## src/rtl/vt4_pkg.sv

```systemverilog
// Shared types, widths and constants for the 4x4 vector transform.
// No dependencies; every other file in rtl/ refers to this package by scoped names.
`default_nettype none

package vt4_pkg;

    localparam int COEF_WIDTH  = 16;                       // coefficient bits used per lane
    localparam int DATA_WIDTH  = 32;                       // vector component bits used
    localparam int COEF_FRAC   = COEF_WIDTH - 4;           // fraction bits of a coefficient
    localparam int LANE_WIDTH  = 16;                       // lane pitch inside a row register
    localparam int ROW_WIDTH   = 64;
    localparam int FIELD_WIDTH = 32;                       // port width of a component
    localparam int NUM_COMP    = 4;
    localparam int PROD_WIDTH  = COEF_WIDTH + DATA_WIDTH;
    localparam int SUM_WIDTH   = PROD_WIDTH + 2;           // room for four products and rounding
    localparam int QUEUE_DEPTH = 8;                        // output queue entries
    localparam int PTR_WIDTH   = $clog2(QUEUE_DEPTH);
    localparam int CNT_WIDTH   = $clog2(QUEUE_DEPTH + 1);
    localparam int IDX_WIDTH   = 2;

    localparam logic OP_FULL = 1'b0;
    localparam logic OP_DIR  = 1'b1;

    typedef enum logic [IDX_WIDTH-1:0] {
        REG_ROW_0 = 2'd0,
        REG_ROW_1 = 2'd1,
        REG_ROW_2 = 2'd2,
        REG_ROW_3 = 2'd3
    } cfg_reg_t;

    typedef logic        [ROW_WIDTH-1:0]  row_t;
    typedef row_t        [NUM_COMP-1:0]   rows_t;
    typedef logic signed [COEF_WIDTH-1:0] coef_t;
    typedef logic signed [DATA_WIDTH-1:0] data_t;
    typedef logic signed [PROD_WIDTH-1:0] prod_t;
    typedef logic signed [SUM_WIDTH-1:0]  sum_t;

    // identity matrix, Q4.12 one on the diagonal
    localparam row_t ROW_0_RESET = 64'd4096;
    localparam row_t ROW_1_RESET = 64'd268435456;
    localparam row_t ROW_2_RESET = 64'd17592186044416;
    localparam row_t ROW_3_RESET = 64'd1152921504606846976;

    localparam data_t DATA_MAX = {1'b0, {(DATA_WIDTH-1){1'b1}}};
    localparam data_t DATA_MIN = {1'b1, {(DATA_WIDTH-1){1'b0}}};
    localparam sum_t  ROUND_HALF = sum_t'(1) <<< (COEF_FRAC - 1);

    localparam logic signed [FIELD_WIDTH-1:0] OUT_MAX = FIELD_WIDTH'(DATA_MAX);
    localparam logic signed [FIELD_WIDTH-1:0] OUT_MIN = FIELD_WIDTH'(DATA_MIN);

    typedef struct packed {
        logic                     valid;
        logic                     op;
        data_t [NUM_COMP-1:0]     vec;
    } vin_t;

    typedef struct packed {
        logic                               valid;
        prod_t [NUM_COMP-1:0][NUM_COMP-1:0] prod;
    } vprod_t;

    typedef struct packed {
        logic [FIELD_WIDTH-1:0] x;
        logic [FIELD_WIDTH-1:0] y;
        logic [FIELD_WIDTH-1:0] z;
        logic [FIELD_WIDTH-1:0] w;
        logic                   sat;
    } result_t;

    // signed coefficient of column c taken from a row register
    function automatic coef_t coef_lane(input row_t r, input int c);
        coef_lane = coef_t'(r[LANE_WIDTH*c +: COEF_WIDTH]);
    endfunction

endpackage

`default_nettype wire

```

## src/rtl/vt4_accum.sv

```systemverilog
// Row sums, then round to nearest and saturate, one register stage each.
// Depends on vt4_pkg.
`default_nettype none

module vt4_accum (
    input  wire logic            aclk,
    input  wire logic            aresetn,
    input  wire vt4_pkg::vprod_t vprod,
    output logic                 res_valid,
    output vt4_pkg::result_t     res
);

    logic                                 sum_valid_reg;
    vt4_pkg::sum_t [vt4_pkg::NUM_COMP-1:0] sum_reg;
    vt4_pkg::sum_t [vt4_pkg::NUM_COMP-1:0] sum_next;
    logic                                 res_valid_reg;
    vt4_pkg::result_t                     res_reg;
    vt4_pkg::result_t                     res_next;
    logic [vt4_pkg::FIELD_WIDTH-1:0]      comp [vt4_pkg::NUM_COMP];
    logic [vt4_pkg::NUM_COMP-1:0]         ovf;

    always_comb begin
        for (int i = 0; i < vt4_pkg::NUM_COMP; i++) begin
            sum_next[i] = vt4_pkg::sum_t'(vprod.prod[i][0]) + vt4_pkg::sum_t'(vprod.prod[i][1])
                        + vt4_pkg::sum_t'(vprod.prod[i][2]) + vt4_pkg::sum_t'(vprod.prod[i][3]);
        end
    end

    // add half, floor, clamp to the data range
    always_comb begin
        vt4_pkg::sum_t  q;
        vt4_pkg::data_t r;
        for (int i = 0; i < vt4_pkg::NUM_COMP; i++) begin
            q = (sum_reg[i] + vt4_pkg::ROUND_HALF) >>> vt4_pkg::COEF_FRAC;
            ovf[i] = !((q[vt4_pkg::SUM_WIDTH-1:vt4_pkg::DATA_WIDTH-1] == '0)
                    || (q[vt4_pkg::SUM_WIDTH-1:vt4_pkg::DATA_WIDTH-1] == '1));
            if (ovf[i]) begin
                r = q[vt4_pkg::SUM_WIDTH-1] ? vt4_pkg::DATA_MIN : vt4_pkg::DATA_MAX;
            end else begin
                r = vt4_pkg::data_t'(q[vt4_pkg::DATA_WIDTH-1:0]);
            end
            comp[i] = vt4_pkg::FIELD_WIDTH'(r);
        end
        res_next.x   = comp[0];
        res_next.y   = comp[1];
        res_next.z   = comp[2];
        res_next.w   = comp[3];
        res_next.sat = |ovf;
    end

    always_ff @(posedge aclk) begin
        if (!aresetn) begin
            sum_valid_reg <= 1'b0;
            res_valid_reg <= 1'b0;
        end else begin
            sum_valid_reg <= vprod.valid;
            res_valid_reg <= sum_valid_reg;
        end
    end

    always_ff @(posedge aclk) begin
        sum_reg <= sum_next;
        res_reg <= res_next;
    end

    assign res_valid = res_valid_reg;
    assign res       = res_reg;

endmodule

`default_nettype wire

```

## config.mk

```make
export PLATFORM = sky130hd
export DESIGN_NAME = vt4_accum
export DESIGN_NICKNAME = d
export VERILOG_FILES = /design/src/rtl/vt4_pkg.sv /design/src/rtl/vt4_accum.sv
export SDC_FILE = /design/constraint.sdc
export NUM_CORES = 1
export LEC_CHECK = 0
export BUFFER_PORTS_ARGS = -buffer_cell sky130_fd_sc_hd__buf_2
export CAP_MARGIN = 20
export CORE_AREA = 2 2 346 348
export CTS_BUF_LIST = sky130_fd_sc_hd__clkbuf_2 sky130_fd_sc_hd__clkbuf_4 sky130_fd_sc_hd__clkbuf_8
export DETAILED_ROUTE_END_ITERATION = 8
export DIE_AREA = 0 0 348 350
export PLACE_DENSITY = 0.49
export SETUP_SLACK_MARGIN = 0.5
export SYNTH_ARGS = -nofsm -noshare
export SYNTH_HDL_FRONTEND = slang
export SYNTH_SLANG_ARGS = --single-unit
```

## constraint.sdc

```tcl
create_clock -name aclk -period 4.7 [get_ports aclk]
set_input_delay 0.705 -clock aclk [delete_from_list [all_inputs] [get_ports aclk]]
set_output_delay 0.705 -clock aclk [all_outputs]
set_load 0.01 [all_outputs]
```

Yosys cells after proc, flatten, opt, wreduce, memory -nomap -nowiden
Cells that the tools add are included.
Word-level totals
  flip-flop bits (word level): 331
  bits of input ports: 771
  output and inout bits: 130
  word-level logic and storage cells: 52
Cells by class
  add/sub/neg operators: 16
  eq/ne operators: 4
  multiplexer cells: 8
  reduce and logical (&&, ||, !) cells: 13
Operator list (count)
  2-to-1 mux 32 bit: 8
  adder 49 x 48 -> 50 bit: 4
  adder 50 x 13 -> 50 bit (second input constant): 4
  adder 50 x 48 -> 50 bit: 4
  adder 48 x 48 -> 49 bit: 4
  == test 19 bit (second input constant): 4
  zero test 19 bit: 4
  zero test 1 bit: 4
  logical OR 1 bit: 4
  OR reduction 4 bit: 1

Longest topological paths before layout
  depth after elaboration: 5
  gate-level depth with buffers: 16

Least setup slack after synthesis
OpenSTA, ideal clock, no wires.
  path kind: input port to flip-flop
  start: input vprod[584] (netlist name)
  end: register sum_reg[189] (netlist name)
  setup time: 0.123 ns
  arrival: 4.059 ns
  data required time: 4.577 ns
  path slack: 0.518 ns
  cell stages on the path: 16
  path buffers: 1
  cell sequence: inv_1 fa_1 inv_1 fa_1 ha_1 a21oi_2 o21ai_1 o311a_1 or2_1 clkbuf_1 o2bb2ai_2 o211ai_2 a311o_1 a31oi_2 o21ai_1 xor2_1
RTL lines
  start, declared: line vt4_accum.sv:8  | input wire vt4_pkg::vprod_t vprod,
  end signal, assigned: line vt4_accum.sv:62  | sum_reg <= sum_next;
  end, declared: line vt4_accum.sv:14  | vt4_pkg::sum_t [vt4_pkg::NUM_COMP-1:0] sum_reg;

==> reports/results.ini <==
[status]
status=finished, final reports clean

[worst_hold_path]
worst_hold_path.endpoint=sum_valid_reg
min-delay-start=vprod[768]
hold_path_class=input pin to flop
hold_depth=2

[cts]
clock-sinks=287
cts_max_level=2
clock_path_buffers=3
root_buffer=clkbuf_8
post_cts_buffers=0
clk_latency_ns=0.69
clk_pin_slew_ns=0.07
cts_tree=built
cts_made_buffers=55

[worst_setup_path]
crit_path_end_kind=flop
critPathRequiredTime_ns=5.24
rr_endpoint=res[1]
start_kind=input pin
arrival_ns=4.54
worst-path-max-fanout=4
worstRegToRegCells=10
r2r_slack_ns=1.15
path_class=input pin to flop
r2r-start=sum_reg[162]

[synthesis]
yosysWarnings=0
syn_nets=4815
synth_edf_count=0
ys_seq_elements=287
syn_area_sq_um=29900
ys_seq_area_share_pct=19.2
ys_async_sr_fraction_pct=0
synth_top_area_share_pct=25.7
avgSynthCellArea_sq_um=8.62
synth_area_leaders=fa_1, dfxtp_1, inv_1
synthCells=3468
synthDistinctLibCells=101
ys.flop_type=dfxtp_1
yosys.area.top_type=fa_1

[place]
dpl_cell_area_sq_um=36500
post-place-ws_ns=-0.0801
dp_hpwl_um=85100
place.gp.congestion=0.893
placedCellCount=5907
port_buffers=900

[sta]
worst_pin_slew_ns=1.09
setup_viol=0
drv_slew=0
fin_skew_ns=0.0696
fin_crit_ns=3.99
slew_headroom_pct=27.0
hold_violations=0
rsz0062_at_grt=no
period_share_pct=85.0
setup_slack_ns=0.705
max_freq_ghz=0.250
timing.hold.ws_ns=0.257

[route]
first_iter_violations=1093
remaining_drc_errors=0
vias_per_cell=4.23
ant_nets=0
drtPass1Iterations=5
routed-via-count=25448
routedWlPerCell_um=15.9
drt-total-wl_um=95600

[final_layout]
nets=5775
fin_cells=6013
nFillCells=12650
stdcell_area_sq_um=37800
drive_gt1_share_pct=25.8
syn_to_final_growth_pct=26.5
largest_reg_flops=156
mostFrequentLayoutCell=inv_1
fin_util_pct=32.1
layout_common_cells=inv_1, buf_2, fa_1

[floorplanning]
die_h_um=350
num_rows=126
dieWidth_um=348
dieArea_sq_um=122000
core_sq_um=118000
ioPinCount=901
start_util_pct=25.4

[power]
peakVddDrop_v=0.000195
leakage_nw=20.7
cellPowerDensity_nw_per_um2=471

[flow_run]
cap_viol_max_count=0

[global_route]
antenna_found_initial=6
track_usage_pct=15.4
globalRoute.totalOverflow=0
grt_max_degree=34
grt_pass1_vias=26414
grt_pass1_wl_um=145000

==> cell families after synthesis <==
group	count (synthesis)	synth area share, %
flip-flops	287	19.2
multiplexers	6	0.230
XOR/XNOR	280	8.23
AO/OA/AOI/OAI	609	13.4
AND/OR/NAND/NOR	576	10.7
buffers and inverters	1134	14.6
adder cells (fa/ha/maj)	576	33.7
==> Yosys cell counts, drive strengths merged, types with 4 or more instances <==
| master | number |
|---|---|
| nor2b | 25 |
| o21ai | 79 |
| fa | 384 |
| xnor2 | 134 |
| buf | 30 |
| a21boi | 7 |
| a21o | 105 |
| o21bai | 17 |
| xor2 | 146 |
| a41oi | 4 |
| or2 | 8 |
| nand4 | 68 |
| o31ai | 6 |
| mux2 | 4 |
| or3 | 8 |
| nor2 | 92 |
| and4 | 14 |
| a31oi | 21 |
| inv | 1086 |
| nand3 | 72 |
| nor4 | 13 |
| a31o | 5 |
| o21ba | 4 |
| o22ai | 4 |
| a21oi | 274 |
| a211oi | 12 |
| ha | 192 |
| o21a | 14 |
| nor3 | 37 |
| and3 | 55 |
| and2 | 20 |
| nand2b | 16 |
| o211ai | 14 |
| dfxtp | 287 |
| clkbuf | 18 |
| nand4b | 4 |
| a211o | 5 |
| nand2 | 135 |
==> metal layers <==
| metal | GRT usage [%] | part of all wire [%] | vias to the layer above |
|---|---|---|---|
| met3 | 2.59 | 4.7 | 137 |
| met1 | 18.8 | 42 | 12033 |
| met4 | 5.87 | 3.9 | 0 |
| met2 | 26.9 | 49 | 639 |
| met5 | 0 | 0 | - |
| li1 | - | - | 12639 |
==> layout make-up <==
cell class | instances | area, sq um | area share [%]
Clock buffer | 77 | 1020 | 2.70
Sequential cell | 287 | 5750 | 15.2
Antenna cell | 3 | 7.51 | 0.0198
Multi-Input combinational cell | 2047 | 19800 | 52.4
Tap cell | 1536 | 1920 | 5.08
Inverter | 1086 | 4080 | 10.8
Timing Repair Buffer | 951 | 4890 | 12.9
Clock inverter | 26 | 343 | 0.906
==> worst max-delay path: stages <==
cell       delay (ns)
buf_2            0.08
inv_1            0.09
fa_1             0.56
inv_1            0.05
fa_1             0.44
ha_1             0.30
a21o_1           0.16
a21o_1           0.17
a21o_1           0.19
o2111ai_1        0.31
nand4_1          0.16
buf_4            0.20
a21oi_2          0.16
o21bai_1         0.15
a41o_1           0.31
a311o_1          0.37
xor2_1           0.14
==> power by group <==
group / switching, mW / internal (mW) / leakage [nW] / total (mW)
Clock: 1.24 / 1.77 / 0.705 / 3.01
Combinational: 5.72 / 4.33 / 17.6 / 10.0
Sequential: 0.948 / 3.83 / 2.42 / 4.77
Total: 7.90 / 9.92 / 20.7 / 17.8
==> worst max path at each step <==
stage | start | to | slack (ns) | cells past startpoint
detailed placement | vprod[393] | sum_reg[149] | -0.08 | 17
global route | vprod[400] | sum_reg[149] | 0.54 | 14
floorplan | vprod[584] | sum_reg[189] | 0.52 | 16
CTS | vprod[393] | sum_reg[149] | 0.64 | 17
global placement | vprod[393] | sum_reg[149] | -0.05 | 17
finish | vprod[198] | sum_reg[92] | 0.71 | 17
==> what timing repair did <==
action,in CTS,in global routing
hold buffers,0,0
setup endpoints to repair,0,1
gates resized for setup,0,3
==> through the flow <==
stage | setup TNS [ns] | total power [mW]
after global routing | 0 | 19.5
after CTS | 0 | 18.1
after global placement | -0.0514 | 15.0
after detailed placement | -0.0801 | 15.0
final | 0 | 17.8
after floorplan | 0 | 11.3
Power figures use the tool's default switching activity.
