==> config.mk <==
export PLATFORM = sky130hd
export DESIGN_NAME = vt4_fifo
export DESIGN_NICKNAME = d
export VERILOG_FILES = /design/src/rtl/vt4_pkg.sv /design/src/rtl/vt4_fifo.sv
export SDC_FILE = /design/constraint.sdc
export NUM_CORES = 1
export LEC_CHECK = 0
export BUFFER_PORTS_ARGS = -buffer_cell sky130_fd_sc_hd__buf_4
export CAP_MARGIN = 0
export CORE_ASPECT_RATIO = 1.4
export CORE_MARGIN = 3
export CORE_UTILIZATION = 67
export CTS_BUF_LIST = sky130_fd_sc_hd__clkbuf_4
export DETAILED_ROUTE_END_ITERATION = 12
export HOLD_SLACK_MARGIN = 0.06
export PLACE_DENSITY = 0.92
export SYNTH_ARGS = -nofsm -noshare
export SYNTH_HDL_FRONTEND = slang
export SYNTH_SLANG_ARGS = --single-unit
==> constraint.sdc <==
create_clock -name aclk -period 29.8 [get_ports aclk]
set_input_delay 5.96 -clock aclk [delete_from_list [all_inputs] [get_ports aclk]]
set_output_delay 5.96 -clock aclk [all_outputs]
set_load 0.05 [all_outputs]
==> src/rtl/vt4_pkg.sv <==
// Shared types, widths and constants for the 4x4 vector transform.
// No dependencies; every other file in rtl/ refers to this package by scoped names.
`default_nettype none

package vt4_pkg;

    localparam int COEF_WIDTH  = 16;                       // coefficient bits used per lane
    localparam int DATA_WIDTH  = 32;                       // vector component bits used
    localparam int COEF_FRAC   = COEF_WIDTH - 4;           // fraction bits of a coefficient
    localparam int LANE_WIDTH  = 16;                       // lane pitch inside a row register
    localparam int ROW_WIDTH   = 64;
    localparam int FIELD_WIDTH = 32;                       // port width of a component
    localparam int NUM_COMP    = 4;
    localparam int PROD_WIDTH  = COEF_WIDTH + DATA_WIDTH;
    localparam int SUM_WIDTH   = PROD_WIDTH + 2;           // room for four products and rounding
    localparam int QUEUE_DEPTH = 8;                        // output queue entries
    localparam int PTR_WIDTH   = $clog2(QUEUE_DEPTH);
    localparam int CNT_WIDTH   = $clog2(QUEUE_DEPTH + 1);
    localparam int IDX_WIDTH   = 2;

    localparam logic OP_FULL = 1'b0;
    localparam logic OP_DIR  = 1'b1;

    typedef enum logic [IDX_WIDTH-1:0] {
        REG_ROW_0 = 2'd0,
        REG_ROW_1 = 2'd1,
        REG_ROW_2 = 2'd2,
        REG_ROW_3 = 2'd3
    } cfg_reg_t;

    typedef logic        [ROW_WIDTH-1:0]  row_t;
    typedef row_t        [NUM_COMP-1:0]   rows_t;
    typedef logic signed [COEF_WIDTH-1:0] coef_t;
    typedef logic signed [DATA_WIDTH-1:0] data_t;
    typedef logic signed [PROD_WIDTH-1:0] prod_t;
    typedef logic signed [SUM_WIDTH-1:0]  sum_t;

    // identity matrix, Q4.12 one on the diagonal
    localparam row_t ROW_0_RESET = 64'd4096;
    localparam row_t ROW_1_RESET = 64'd268435456;
    localparam row_t ROW_2_RESET = 64'd17592186044416;
    localparam row_t ROW_3_RESET = 64'd1152921504606846976;

    localparam data_t DATA_MAX = {1'b0, {(DATA_WIDTH-1){1'b1}}};
    localparam data_t DATA_MIN = {1'b1, {(DATA_WIDTH-1){1'b0}}};
    localparam sum_t  ROUND_HALF = sum_t'(1) <<< (COEF_FRAC - 1);

    localparam logic signed [FIELD_WIDTH-1:0] OUT_MAX = FIELD_WIDTH'(DATA_MAX);
    localparam logic signed [FIELD_WIDTH-1:0] OUT_MIN = FIELD_WIDTH'(DATA_MIN);

    typedef struct packed {
        logic                     valid;
        logic                     op;
        data_t [NUM_COMP-1:0]     vec;
    } vin_t;

    typedef struct packed {
        logic                               valid;
        prod_t [NUM_COMP-1:0][NUM_COMP-1:0] prod;
    } vprod_t;

    typedef struct packed {
        logic [FIELD_WIDTH-1:0] x;
        logic [FIELD_WIDTH-1:0] y;
        logic [FIELD_WIDTH-1:0] z;
        logic [FIELD_WIDTH-1:0] w;
        logic                   sat;
    } result_t;

    // signed coefficient of column c taken from a row register
    function automatic coef_t coef_lane(input row_t r, input int c);
        coef_lane = coef_t'(r[LANE_WIDTH*c +: COEF_WIDTH]);
    endfunction

endpackage

`default_nettype wire

==> src/rtl/vt4_fifo.sv <==
// Output queue that absorbs the pipeline while the result side stalls.
// Depends on vt4_pkg.
`default_nettype none

module vt4_fifo (
    input  wire logic             aclk,
    input  wire logic             aresetn,
    input  wire logic             wr_en,
    input  wire vt4_pkg::result_t wr_data,
    output logic                  rd_valid,
    input  wire logic             rd_en,
    output vt4_pkg::result_t      rd_data
);

    vt4_pkg::result_t                mem_reg [vt4_pkg::QUEUE_DEPTH];
    logic [vt4_pkg::PTR_WIDTH-1:0]   wr_ptr_reg;
    logic [vt4_pkg::PTR_WIDTH-1:0]   rd_ptr_reg;
    logic [vt4_pkg::CNT_WIDTH-1:0]   cnt_reg;
    logic [vt4_pkg::CNT_WIDTH-1:0]   cnt_next;
    logic                            pop;

    assign rd_valid = (cnt_reg != '0);
    assign rd_data  = mem_reg[rd_ptr_reg];
    assign pop      = rd_valid && rd_en;

    always_comb begin
        cnt_next = cnt_reg;
        if (wr_en && !pop) begin
            cnt_next = cnt_reg + 1'b1;
        end else if (!wr_en && pop) begin
            cnt_next = cnt_reg - 1'b1;
        end
    end

    always_ff @(posedge aclk) begin
        if (!aresetn) begin
            wr_ptr_reg <= '0;
            rd_ptr_reg <= '0;
            cnt_reg    <= '0;
        end else begin
            cnt_reg <= cnt_next;
            if (wr_en) begin
                wr_ptr_reg <= wr_ptr_reg + 1'b1;
            end
            if (pop) begin
                rd_ptr_reg <= rd_ptr_reg + 1'b1;
            end
        end
    end

    always_ff @(posedge aclk) begin
        if (wr_en) begin
            mem_reg[wr_ptr_reg] <= wr_data;
        end
    end

endmodule

`default_nettype wire

## After elaboration in Yosys (flattened, before gate mapping)

Memory sizes are Yosys's and may differ from the RTL's. A register that Yosys moved wholly into a read port is not among the register bits.
Index checks and enable logic that the tools add are counted.

- Word-level logic and storage cells: 21
- Bits in registers: 10
- Output and inout port bits: 130
- Input bits: 133
- RAM bits: 1032
- Memories kept: 1

- Reductions and logical operators: 7
- Multiplexer cells: 6
- $add $sub $neg: 4

Memory list:

| memory | depth | bits a word | rd ports | clocked after Yosys merged registers in | wr ports | RTL line | source |
|---|---|---|---|---|---|---|---|
| mem_reg | 8 | 129 | 1 | 1 | 1 | vt4_fifo.sv:15 | `vt4_pkg::result_t mem_reg [vt4_pkg::QUEUE_DEPTH];` |

Operator list:

| cell | number |
|---|---|
| 2-to-1 mux 4 bit | 2 |
| adder 3 x 1 -> 3 bit, second input constant | 2 |
| 2-to-1 mux 3 bit | 2 |
| adder 4 x 1 -> 4 bit, second input constant | 1 |
| nonzero test 4 bit | 1 |
| subtractor 4 x 1 -> 4 bit, second input constant | 1 |
| logical AND 1 bit | 3 |
| zero test 1 bit | 2 |
| 2-to-1 mux 1 bit | 2 |
| nonzero test 2 bit | 1 |

## Longest topological paths before layout

Gate-level depths: netlist (run 1).

- Word-level depth: 5
- Depth in mapped cells: 9

## Worst setup path after synthesis (run 1)

Ideal clock, no wire load.

- Path type: input -> register
- Start: input wr_en
- End: memory mem_reg[0][0] (netlist name) (enable)
- Arrival time: 14761 ps
- Slack: 14263 ps
- Stages on the path: 2
- Library setup time: 775 ps
- Path buffers: 0
- Path through: nand2b_1 > nor3_1

- Longest elaborated chain between the ends: 2

RTL lines:

| item | RTL line | source |
|---|---|---|
| from (decl) | vt4_fifo.sv:8 | `input wire logic wr_en,` |
| 2-to-1 mux 1 bit | vt4_fifo.sv:52 | `if (wr_en) begin` |
| 2-to-1 mux 1 bit (implied by the code) | vt4_fifo.sv:53 | `mem_reg[wr_ptr_reg] <= wr_data;` |
| to (decl) | vt4_fifo.sv:15 |  |

Every way passes these cells.

==> impl_metrics.json, run 1 <==
{
  "die_area_sq_um": 61700,
  "setup_viol_count_final": 0,
  "p_leak_nw": 14.5,
  "syn_area_per_cell_sq_um": 25.2,
  "vias": 18102,
  "drtAntennaViolNets": 0,
  "syn2layout_area_growth_pct": 13.8,
  "cts_tree": "built",
  "slew_headroom": 0.225,
  "grt_util_all_layers": 0.268,
  "synth_common_cells": "edfxtp_1, mux4_2, mux2_2",
  "core-area_sq_um": 57800,
  "r2r-start": "wr_ptr_reg[0]$_SDFFE_PN0P_",
  "path_max_fanout": 56,
  "synth_area_leader_cell": "edfxtp_1",
  "clk_pin_slew_ns": 0.06,
  "start_util": 0.681,
  "synth_nets": 1699,
  "clk_latency_ns": 1.04,
  "fin_crit_ns": 10.89,
  "yosysSeqAreaShare": 0.794,
  "yosysMostFrequentCell": "edfxtp_1",
  "crit_required_ns": 23.84,
  "antenna_found_initial": 10,
  "clock_sinks": 1045,
  "ys_ff_latch": 1045,
  "hp-class": "flop to flop",
  "place.gp.congestion": 0.735,
  "ys_warn_count": 0,
  "finalHoldViolations": 0,
  "largest_reg_flops": 1032,
  "rsz0062_at_grt": "no",
  "fin_ws_ns": 18.91,
  "dr.pass1.iters": 7,
  "clockBufferDepth": 3,
  "ios": 263,
  "grt_pass1_wl_um": 121000,
  "p_per_area_nw_per_um2": 82.0,
  "post_cts_buffers": 0,
  "htree_levels": 4,
  "postCtsResizedCells": 0,
  "root_buffer": "clkbuf_4",
  "fillers": 2845,
  "drc": 0,
  "grt_max_degree": 130,
  "cts_buffers": 218,
  "fin_skew_ns": 0.0424,
  "crit_path_start_kind": "flop",
  "dp_slack_ns": 19.84,
  "min_from": "cnt_reg[3]$_SDFFE_PN0P_",
  "yosysTopAreaCellShare": 0.787,
  "vias_per_cell": 6.23,
  "maxCapViolations": 0,
  "io_buffer_count": 262,
  "vdd_drop_max_v": 0.0000659,
  "overflow": 0,
  "hold_slack_ns": 0.480,
  "crit_type": "flop to primary output",
  "finalNetCount": 2127,
  "grt_pass1_vias": 20052,
  "yosysUniqueCellTypes": 28,
  "drive_gt1_frac": 0.468,
  "ys.flop_type": "edfxtp_1",
  "routedWlPerCell_um": 27.2,
  "fmax_mhz": 91.8,
  "cp-end-kind": "primary output",
  "final_max_slew_viol_count": 0,
  "status": "finished, final reports clean",
  "synth_edf_count": 1032,
  "hold_buffers": 0,
  "dr.first_iter.drc_count": 1557,
  "die_h_um": 293,
  "netlist_area_sq_um": 39400,
  "synth_top_cells_by_area": "edfxtp_1, mux4_2, mux2_2",
  "wl_um": 79100,
  "tightest_slew_ns": 1.16,
  "hpwl_um": 42300,
  "std_cell_rows": 104,
  "tns_ns": 0,
  "arrival_ns": 4.93,
  "synthArstFlopShare": 0,
  "die_w_um": 211,
  "syn_inst": 1560,
  "final.period_utilization": 0.365
}
==> final cells by class <==
type / instances / area [sq um] / area share
sequential: 1045 / 31300 / 0.698
multi-input combinational: 440 / 7680 / 0.172
clock buffer: 310 / 2330 / 0.0520
timing repair buffer: 282 / 2180 / 0.0487
tap: 742 / 928 / 0.0207
clock inverter: 73 / 367 / 0.00819
antenna: 13 / 32.5 / 0.000726
inverter: 1 / 3.75 / 0.0000838
==> final timing paths <==
kind / endpoint / slack (ns) / cells past startpoint
max reg2reg: mem_reg[3][119]$_DFFE_PP_ / 26.87 / 3
max: rd_data[22] / 18.91 / 5
min: cnt_reg[3]$_SDFFE_PN0P_ / 0.48 / 2
min reg2reg: cnt_reg[3]$_SDFFE_PN0P_ / 0.48 / 2
==> layer usage <==
layer  global-route usage  up-vias  wire length [um]
met5                    0        -                 0
met4                0.104        0              2540
met3               0.0762      139              6530
met2                0.450      912             41600
met1                0.337     9330             28400
li1                     -     7721                 -
==> metrics by stage <==
stage / cells / area, sq um / power (mW) / util
floorplan: 1560 / 39400 / 2.48 / -
global placement: 2510 / 42100 / 2.67 / 0.728
detailed placement: 2510 / 42100 / 2.71 / 0.728
CTS: 2893 / 44800 / 3.71 / 0.775
global route: 2905 / 44800 / 3.83 / 0.775
finish: 2906 / 44800 / 3.67 / 0.775
==> power breakdown <==
group | switching, mW | internal [mW]
combinational | 0.564 | 0.410
sequential | 0.0334 | 1.66
clock | 0.502 | 0.503
total | 1.10 | 2.57
==> layout by cell type (no fill, tap or decap), drive strengths merged, types with 5 or more instances in the layout <==
cell    count
xnor2       5
nor2        7
mux4      258
dfxtp      13
edfxtp   1032
mux2      129
diode      13
buf       282
nand2       7
clkinv     67
ha          5
and2        7
clkbuf    310
==> critical path: stages, from the launching register on <==
cell     delay, ns
dfxtp_4       0.82
buf_4         0.86
buf_4         0.98
mux4_2        0.61
mux2_2        0.31
buf_4         0.20
==> logic make-up (layout without fill, tap and decap cells) <==
kind of cell,count (synthesis),count (layout),share of synthesized area
mux,390,390,0.185
flops,1045,1045,0.794
buf+inv,75,666,0.0122
fa+ha+maj,6,6,0.00210
simple gates,33,33,0.00432
compound gates,5,5,0.000795
other cells,0,13,0
xor+xnor,6,6,0.00134
Power figures use the tool's default switching activity.
==> run 2, diff against run 1 <==
--- a/config.mk
+++ b/config.mk
@@ -9,11 +9,11 @@
 export CAP_MARGIN = 0
 export CORE_ASPECT_RATIO = 1.4
 export CORE_MARGIN = 3
-export CORE_UTILIZATION = 67
+export CORE_UTILIZATION = 62
 export CTS_BUF_LIST = sky130_fd_sc_hd__clkbuf_4
 export DETAILED_ROUTE_END_ITERATION = 12
 export HOLD_SLACK_MARGIN = 0.06
-export PLACE_DENSITY = 0.92
+export PLACE_DENSITY = 0.86
 export SYNTH_ARGS = -nofsm -noshare
 export SYNTH_HDL_FRONTEND = slang
 export SYNTH_SLANG_ARGS = --single-unit
==> constraint.sdc (replaced) <==
create_clock -name aclk -period 11.3 [get_ports aclk]
set_input_delay 2.26 -clock aclk [delete_from_list [all_inputs] [get_ports aclk]]
set_output_delay 2.26 -clock aclk [all_outputs]
set_load 0.05 [all_outputs]
==> impl_metrics.json, run 2 (same netlist as run 1, synthesis figures left out) <==
{
  "status": "finished, final reports clean",
  "slew_headroom": 0.299,
  "p_per_area_nw_per_um2": 216,
  "maxCapViolations": 0,
  "cts_tree": "built",
  "crit_path_start_kind": "flop",
  "overflow": 0,
  "largest_reg_flops": 1032,
  "clockPowerShare": 0.278,
  "fillers": 3472,
  "crit_type": "flop to primary output",
  "rsz0062_at_grt": "no",
  "cp-end-kind": "primary output",
  "dr.first_iter.drc_count": 1464,
  "clock_sinks": 1045,
  "fin_skew_ns": 0.0504,
  "vdd_drop_max_v": 0.000269,
  "ios": 263,
  "grt_max_degree": 145,
  "drc": 0,
  "drtAntennaViolNets": 0,
  "clk_latency_ns": 1.03,
  "critical_path_depth": 5,
  "fmax_mhz": 145,
  "io_buffer_count": 262,
  "cts_buffers": 226,
  "grt_pass1_vias": 19987,
  "die_w_um": 219,
  "seq_power_share": 0.459,
  "grt_pass1_wl_um": 119000,
  "htree_levels": 4,
  "die_area_sq_um": 66600,
  "dr.pass1.iters": 7,
  "setup_viol_count_final": 0,
  "clockBufferDepth": 3,
  "final_area_sq_um": 45000,
  "final_max_slew_viol_count": 0,
  "vias_per_cell": 6.01,
  "grt_util_all_layers": 0.244,
  "antenna_found_initial": 10,
  "netSwitchingPower_mw": 2.92,
  "rrSetupSlack_ns": 7.74,
  "dp_slack_ns": 5.29,
  "finalNetCount": 2137,
  "crit_required_ns": 9.04,
  "vias": 18034,
  "cp_top_family": "buffers and inverters",
  "core-area_sq_um": 62400,
  "crit_top_cell": "buf_4",
  "p_leak_nw": 14.5,
  "hp-class": "flop to flop",
  "crit_path_max_incr_delay_ns": 0.96,
  "clk_pin_slew_ns": 0.07,
  "fin_crit_ns": 6.92,
  "final_common_cell": "edfxtp_1",
  "tightest_slew_ns": 1.05,
  "fin_total_pwr_mw": 9.73,
  "p_comb_frac": 0.262,
  "post_cts_buffers": 0,
  "hold-path-cell-count": 2,
  "hpwl_um": 41200,
  "arrival_ns": 4.66,
  "tns_ns": 0,
  "start_util": 0.630,
  "syn2layout_area_growth_pct": 14.4,
  "drive_gt1_frac": 0.479,
  "std_cell_rows": 108,
  "worstPathCellList": "buf_4, buf_4, mux4_2, mux2_2, buf_4",
  "place_area_sq_um": 42200,
  "path_max_fanout": 44,
  "place.gp.congestion": 0.728,
  "hold_buffers": 0,
  "die_h_um": 304,
  "root_buffer": "clkbuf_4",
  "p_int_mw": 6.81,
  "final.period_utilization": 0.612,
  "wl_um": 78000,
  "finalHoldViolations": 0,
  "cpMaxStageDelayCell": "dfxtp_4",
  "mostFrequentLayoutCells": "edfxtp_1, clkbuf_4, buf_4, mux4_2, mux2_2",
  "routedWlPerCell_um": 26.0,
  "fin_ws_ns": 4.38,
  "path_buf_inv": 3,
  "r2r_cells": 4,
  "postCtsResizedCells": 0,
  "swShare": 0.300
}
## run 2: changes by cell type in the layout (fill, tap and decap cells not counted), sizes merged
cell	previous run	this run
clkbuf	310	328
clkinv	67	58
diode	13	9
inv	4	8
clkinvlp	0	3
buf	282	284
bufinv	3	1
## run 2: per-layer routing
layer  vias to the layer above  GRT usage  part of all wire
met5                         -          0           0.00022
met4                         4     0.0983             0.024
met3                       105     0.0690             0.077
met2                       757      0.399              0.53
met1                      9425      0.315              0.37
li1                       7743          -                 -
## run 2: worst min-delay path, delay by kind of cell (launching register included)
family	cells	cell delay, ns
flops	1	0.32
mux	1	0.06
simple gates	1	0.06
## run 2: worst paths after layout
check,start,end
setup / recovery,flop,rd_data[94]
hold / removal,cnt_reg[3]$_SDFFE_PN0P_,cnt_reg[3]$_SDFFE_PN0P_
setup reg to reg,wr_ptr_reg[2]$_SDFFE_PN0P_,mem_reg[0][17]$_DFFE_PP_
hold reg to reg,cnt_reg[3]$_SDFFE_PN0P_,cnt_reg[3]$_SDFFE_PN0P_
## run 2: cell type report
type | instances | area, sq um | share of cell area
Clock buffer | 328 | 2460 | 0.0547
Clock inverter | 69 | 329 | 0.00731
Multi-Input combinational cell | 440 | 7700 | 0.171
Antenna cell | 9 | 22.5 | 0.000500
Tap cell | 825 | 1030 | 0.0229
Timing Repair Buffer | 284 | 2220 | 0.0493
Sequential cell | 1045 | 31300 | 0.694
Inverter | 1 | 3.75 | 0.0000834
## run 2: per-stage QoR
stage / utilization / hold slack [ns] / cells
3_5_place_dp: 0.676 / 0.483 / 2595
2_1_floorplan: - / 0.440 / 1560
6_report: 0.721 / 0.493 / 3001
3_3_place_gp: 0.676 / 0.455 / 2595
4_1_cts: 0.721 / 0.493 / 2992
5_1_grt: 0.721 / 0.545 / 3000
## run 2: power by group through the flow
| stage | registers [mW] | logic, mW | clock network [mW] |
|---|---|---|---|
| global placement | 4.54 | 2.53 | 0 |
| floorplan | 4.49 | 2.04 | 0 |
| CTS | 4.47 | 2.59 | 2.78 |
| finish | 4.47 | 2.55 | 2.71 |
| detailed placement | 4.56 | 2.57 | 0 |
| global route | 4.48 | 2.69 | 2.97 |
